`src/design/lzpd_pkg.sv`:
```
// Package for the LZP stream decoder: shared constants, register indexes,
// status codes and token phase codes. No dependencies.
`default_nettype none
package lzpd_pkg;

   localparam int HASH_BITS_DEFAULT    = 16;
   localparam int HISTORY_BITS_DEFAULT = 16;
   localparam int EPOCH_BITS           = 4;

   localparam int POS_W        = 17;
   localparam int CHUNK_BYTES  = 8;
   localparam int CSR_DATA_W   = 17;
   localparam int CSR_INDEX_W  = 2;

   localparam logic [31:0] PRIME_MUL       = 32'd123456791;
   localparam logic [7:0]  TOKEN_ESCAPE    = 8'd255;
   localparam logic [7:0]  LEN_CONTINUE    = 8'd254;
   localparam logic [7:0]  MIN_MATCH_FLOOR = 8'd32;

   typedef logic [CSR_INDEX_W-1:0] csr_index_type;
   localparam csr_index_type CSR_MIN_MATCH  = 2'd0;
   localparam csr_index_type CSR_HASH_BITS  = 2'd1;
   localparam csr_index_type CSR_OUT_LENGTH = 2'd2;

   typedef logic [1:0] status_type;
   localparam status_type STATUS_OK       = 2'd0;
   localparam status_type STATUS_FINISHED = 2'd1;
   localparam status_type STATUS_OVERFLOW = 2'd2;

   typedef logic [1:0] phase_type;
   localparam phase_type PHASE_LITERAL  = 2'd0;
   localparam phase_type PHASE_ESCAPE   = 2'd1;
   localparam phase_type PHASE_CONTINUE = 2'd2;

endpackage
`default_nettype wire

```
`src/design/lzpd_hash.sv`:
```
// Context hash: registered 32-bit product, then a shift to the table index.
// Uses lzpd_pkg.
`default_nettype none
module lzpd_hash #(
   parameter int HASH_BITS = 16
) (
   input  wire logic                 clock,
   input  wire logic [31:0]          context_word,
   input  wire logic [4:0]           hash_bits_cfg,
   output logic      [HASH_BITS-1:0] hash_idx
);
   import lzpd_pkg::*;

   logic [31:0] prod_ff;
   logic [4:0]  hb_eff;
   logic [5:0]  shamt;

   always_ff @(posedge clock) begin
      prod_ff <= context_word * PRIME_MUL;
   end

   always_comb begin
      if (hash_bits_cfg == 5'd0 || hash_bits_cfg > 5'(HASH_BITS)) begin
         hb_eff = 5'(HASH_BITS);
      end else begin
         hb_eff = hash_bits_cfg;
      end
      shamt    = 6'd32 - {1'b0, hb_eff};
      hash_idx = HASH_BITS'(prod_ff >> shamt);
   end
endmodule
`default_nettype wire

```
`config.mk`:
```
export PLATFORM = sky130hd
export DESIGN_NAME = lzpd_hash
export DESIGN_NICKNAME = d
export VERILOG_FILES = /design/src/design/lzpd_pkg.sv /design/src/design/lzpd_hash.sv
export SDC_FILE = /design/constraint.sdc
export NUM_CORES = 1
export LEC_CHECK = 0
export ABC_CLOCK_PERIOD_IN_PS = 9250
export BUFFER_PORTS_ARGS = -buffer_cell sky130_fd_sc_hd__buf_2
export CAP_MARGIN = 30
export CORE_MARGIN = 2
export CORE_UTILIZATION = 70
export CTS_BUF_LIST = sky130_fd_sc_hd__clkbuf_16
export DETAILED_ROUTE_END_ITERATION = 8
export PLACE_DENSITY = 0.95
export SYNTH_ARGS = -nofsm -noshare
export SYNTH_HDL_FRONTEND = slang
export SYNTH_SLANG_ARGS = --single-unit
```
`constraint.sdc`:
```
create_clock -name clock -period 9.25 [get_ports clock]
set_input_delay 0.925 -clock clock [delete_from_list [all_inputs] [get_ports clock]]
set_output_delay 0.925 -clock clock [all_outputs]
set_load 0.005 [all_outputs]
```
Yosys cells after proc, flatten, opt, wreduce, memory -nomap -nowiden
Cells that the tools add are included.
Widths: inputs -> output; s select.
{"block": "totals", "reg_bits": 32, "inputBits": 38, "wordCells": 8, "output_inout_bits": 16}
{"block": "op_classes", "n_reduce_logical": 2, "add_sub_neg": 1, "shift": 1, "n_mux": 1, "magnitude_cmp": 1, "n_mul": 1}
{"operator": "$mul 32x27->32 const B", "count": 1}
{"operator": "$shr 32x6->16", "count": 1}
{"operator": "$sub 6x5->6 const A", "count": 1}
{"operator": "$gt 5x5->1 const B", "count": 1}
{"operator": "$logic_not 5->1", "count": 1}
{"operator": "$mux 5", "count": 1}
{"operator": "$logic_or 1x1->1", "count": 1}

Depth between registers and ports, before layout
{"block": "depth", "depth_word": 5, "mapped_depth": 22, "ltp_nobuf": 21}

Worst setup path before layout
Ideal clock, no wire load.
{"block": "synth_path", "kind": "input port to flip-flop", "start": "input port context_word[4]", "end": "register prod_ff[31]", "path_buffers": 1, "cell_stages": 22, "t_required_ns": 9.127, "arrival_ns": 6.061, "slack_ns": 3.066, "setup_ns": 0.123, "cell_sequence": "inv_1 fa_1 inv_1 fa_1 ha_1 inv_1 fa_1 inv_1 fa_1 fa_1 inv_1 fa_1 inv_1 ha_1 buf_2 nand2_1 or3_1 a2111oi_0 nor4_1 a21oi_1 a211oi_1 xnor2_1"}
{"block": "synth_via", "elab_chain_cells": 1}
{"element": "from (decl)", "line_no": "lzpd_hash.sv:8", "source": "input wire logic [31:0] context_word,"}
{"element": "$mul 32x27->32", "line_no": "lzpd_hash.sv:19", "source": "prod_ff <= context_word * PRIME_MUL;"}
{"element": "to (signal assigned)", "line_no": "lzpd_hash.sv:19"}
{"element": "to (decl)", "line_no": "lzpd_hash.sv:14", "source": "logic [31:0] prod_ff;"}
No other way between the ends.

Worst setup path after layout
{"block": "layout_path", "start": "input port context_word[3]", "end": "register prod_ff[27]"}
The elaborated chain is that of the path after synthesis.

==> flow_summary.toml <==
[global_routing]
antenna_found_initial = 0
grt.busiest_layer = "met2"
grt_use_met2_pct = 63.0
grt_pass1_wl_um = 44200
grt_usage_pct = 35.2
grt_remaining_overflow = 0
grt_pass1_vias = 8895
met1_usage_pct = 41.0
grtUsageMet3_pct = 4.05
grt_max_degree = 39

[final_layout]
fillers = 947
diodes = 0
largest_reg_flops = 32
syn2layout_area_growth_pct = 5.81
top_regs = "prod_ff x32"
largest-register = "prod_ff"
register_area_um2 = 641
layout-drive-gt1-share_pct = 7.11
nNetsFinal = 1604
multi_input_area_um2 = 8720

[route]
firstDrtPassIters = 5
num_vias = 7906
drc_errors = 0
ant_nets = 0
avgViaCountPerCell = 5.62
routedWlPerCell_um = 19.2
wl_um = 27000
drt_first_iter_violations = 554

[cts]
cts_tree = "yes"
cts.hold.buffers_added = 0
post_cts_resized = 0
cts_sinks = 32
htree_levels = 2
cts_buffers = 5
root_buffer = "clkbuf_16"
post_cts_buffers = 0
cts_buffer_depth = 2
clk_pin_slew_ns = 0.05

[placed_design]
routabilityCongestion = 1.01
io_buffers = 53
hpwlAfterDp_um = 24300

[worst_setup_path]
cp.arrival_ns = 7.00
cpPeakStageDelay_ns = 0.61
required_ns = 9.41
path_buf_inv = 7
critPathLaunchType = "input pin"
critPathCaptureType = "flop"
path_class = "input pin to flop"
cp_num_cells = 22
path_cells = "buf_2 > inv_1 > fa_1 > inv_1 > fa_1 > ha_1 > inv_1 > fa_1 > inv_1 > fa_1 > fa_1 > inv_1 > fa_1 > inv_1 > ha_1 > nand2_1 > or3_1 > a2111oi_0 > nor4_1 > a21oi_1 > a21oi_1 > xnor2_1"
cp_slowest_cell = "a2111oi_0"
crit_family = "adder cells"
worstPathMaxFanout = 9

[sta]
fmax_mhz = 146
relSlewSlack_pct = 33.6
fin_setup_tns_ns = 0
rsz0062_at_grt = "false"
hold_viol_final = 0
slew_viol_final = 0
finalSetupViolations = 0
period_needed_ns = 6.84
worst_pin_slew_ns = 0.991
timing.final.crit_share_pct = 74.0

[synthesis]
yosys.area_share.simple_pct = 4.34
synth_nets = 1553
synthFlopType = "dfxtp_1"
synthAdderAreaFrac_pct = 55.9
synth.area.top_cells = "fa_1 36%, ha_1 20%, inv_1 14%"
muxShareOfSynthArea_pct = 10.5
synth_cell_types = 48
synthXorXnorAreaFrac_pct = 4.28
ys_seq_area_share_pct = 5.84
synth-edff-count = 0
synth_compound_area_share_pct = 4.46
avgSynthCellArea_um2 = 9.58
syn-cell-area_um2 = 11000
yosysWarnings = 0
synth_top_area_share_pct = 36.2
ys_ff_latch = 32
yosysTopAreaCell = "fa_1"
synth_top_family_by_area = "adder cells"
synthCells = 1144
synthArstFlopShare_pct = 0

[floorplanning]
fp.dieW_um = 129
die_y_um = 129
num_io_pins = 54
placementRows = 45
dieArea_um2 = 16700
start_util_pct = 71.8
coreArea_um2 = 15300

[min_path]
holdCritPathClass = "input pin to flop"
hp-start = "context_word[0]"
hold-path-endpoint = "prod_ff[0]"
hold_depth = 1

[run]
max_cap_viol_count = 0

[status]
run_status = "completed"
==> final cells by class <==
cell class              instances  area share [%]
well taps                     211            2.28
flip-flops and latches         32            5.52
repair buffers                 58            2.59
multi-input cells             697            75.2
inverters                     401            13.0
clock buffers                   5            1.08
clock inverters                 3           0.367
==> worst max path at each step <==
stage,start,end,slack [ns]
after global placement,context_word[3],prod_ff[31],2.42
after global routing,context_word[3],prod_ff[29],2.01
after CTS,context_word[3],prod_ff[27],2.37
after floorplan,context_word[4],prod_ff[31],3.07
after detailed placement,context_word[3],prod_ff[27],2.07
final,context_word[3],prod_ff[27],2.41
==> metrics by stage <==
step,cell area [um^2],hold WS (ns),instances,utilization (%),worst slack (ns)
final,11600,0.931,1407,76.0,2.41
after global routing,11600,0.921,1407,76.0,2.01
after CTS,11600,0.918,1405,75.9,2.37
after detailed placement,11400,1.21,1397,74.8,2.07
after global placement,11400,1.20,1397,74.8,2.42
after floorplan,11000,0.953,1144,-,3.07
==> placed cells by master, fill, tap and decap left out, types with 3 or more instances in the layout <==
cell       netlist  layout
nor3_1           5       5
ha_1           173     173
a211oi_1         8       8
o21ai_0         15      15
clkbuf_16        0       5
buf_2            2      53
inv_1          401     401
mux4_1           3       3
a31oi_1          3       3
or3_1            5       5
mux2i_1         76      76
xor2_1          13      13
o21a_1           5       5
dfxtp_1         32      32
nor2b_1          3       3
mux4_2          14      14
buf_4            3       4
and2_1           3       3
nor2_1          46      46
a21o_1           3       3
fa_1           198     198
nand2b_1         7       6
nand2_1         19      19
nand3_1          7       7
xnor2_1         35      35
a21oi_1         32      32
==> synthesized netlist by cell type, types with 2 or more instances <==
library cell	instances
nor2b_1	3
o21ai_0	15
nand2b_1	7
xor2_1	13
xnor2_2	2
buf_6	2
nor2_1	46
a21oi_1	32
a211oi_1	8
mux2i_1	76
a31oi_1	3
a21boi_0	2
xnor2_1	35
buf_4	3
o21bai_1	2
dfxtp_1	32
fa_1	198
buf_2	2
nand3_1	7
or3_1	5
ha_1	173
nor3_1	5
nand2_1	19
mux4_2	14
and2_1	3
o21a_1	5
a21o_1	3
clkbuf_1	5
o211ai_1	2
inv_1	401
a2111oi_0	2
mux4_1	3
==> cells by family (layout without fill, tap and decap cells) <==
logic type,after synthesis,in the layout
xor+xnor,51,51
mux,93,93
fa+ha+maj,371,371
flops,32,32
compound gates,80,80
simple gates,102,102
buf+inv,415,467
==> per-layer routing <==
layer	part of all wire, %	wire [um]	vias up
met1	37	9880	3832
met3	6.3	1710	116
met5	0	0	-
li1	-	-	3571
met2	50	13600	387
met4	6.6	1780	0
Power is not shown: default switching activity piles up to over one toggle a cycle in this logic, so the estimate is an artifact.
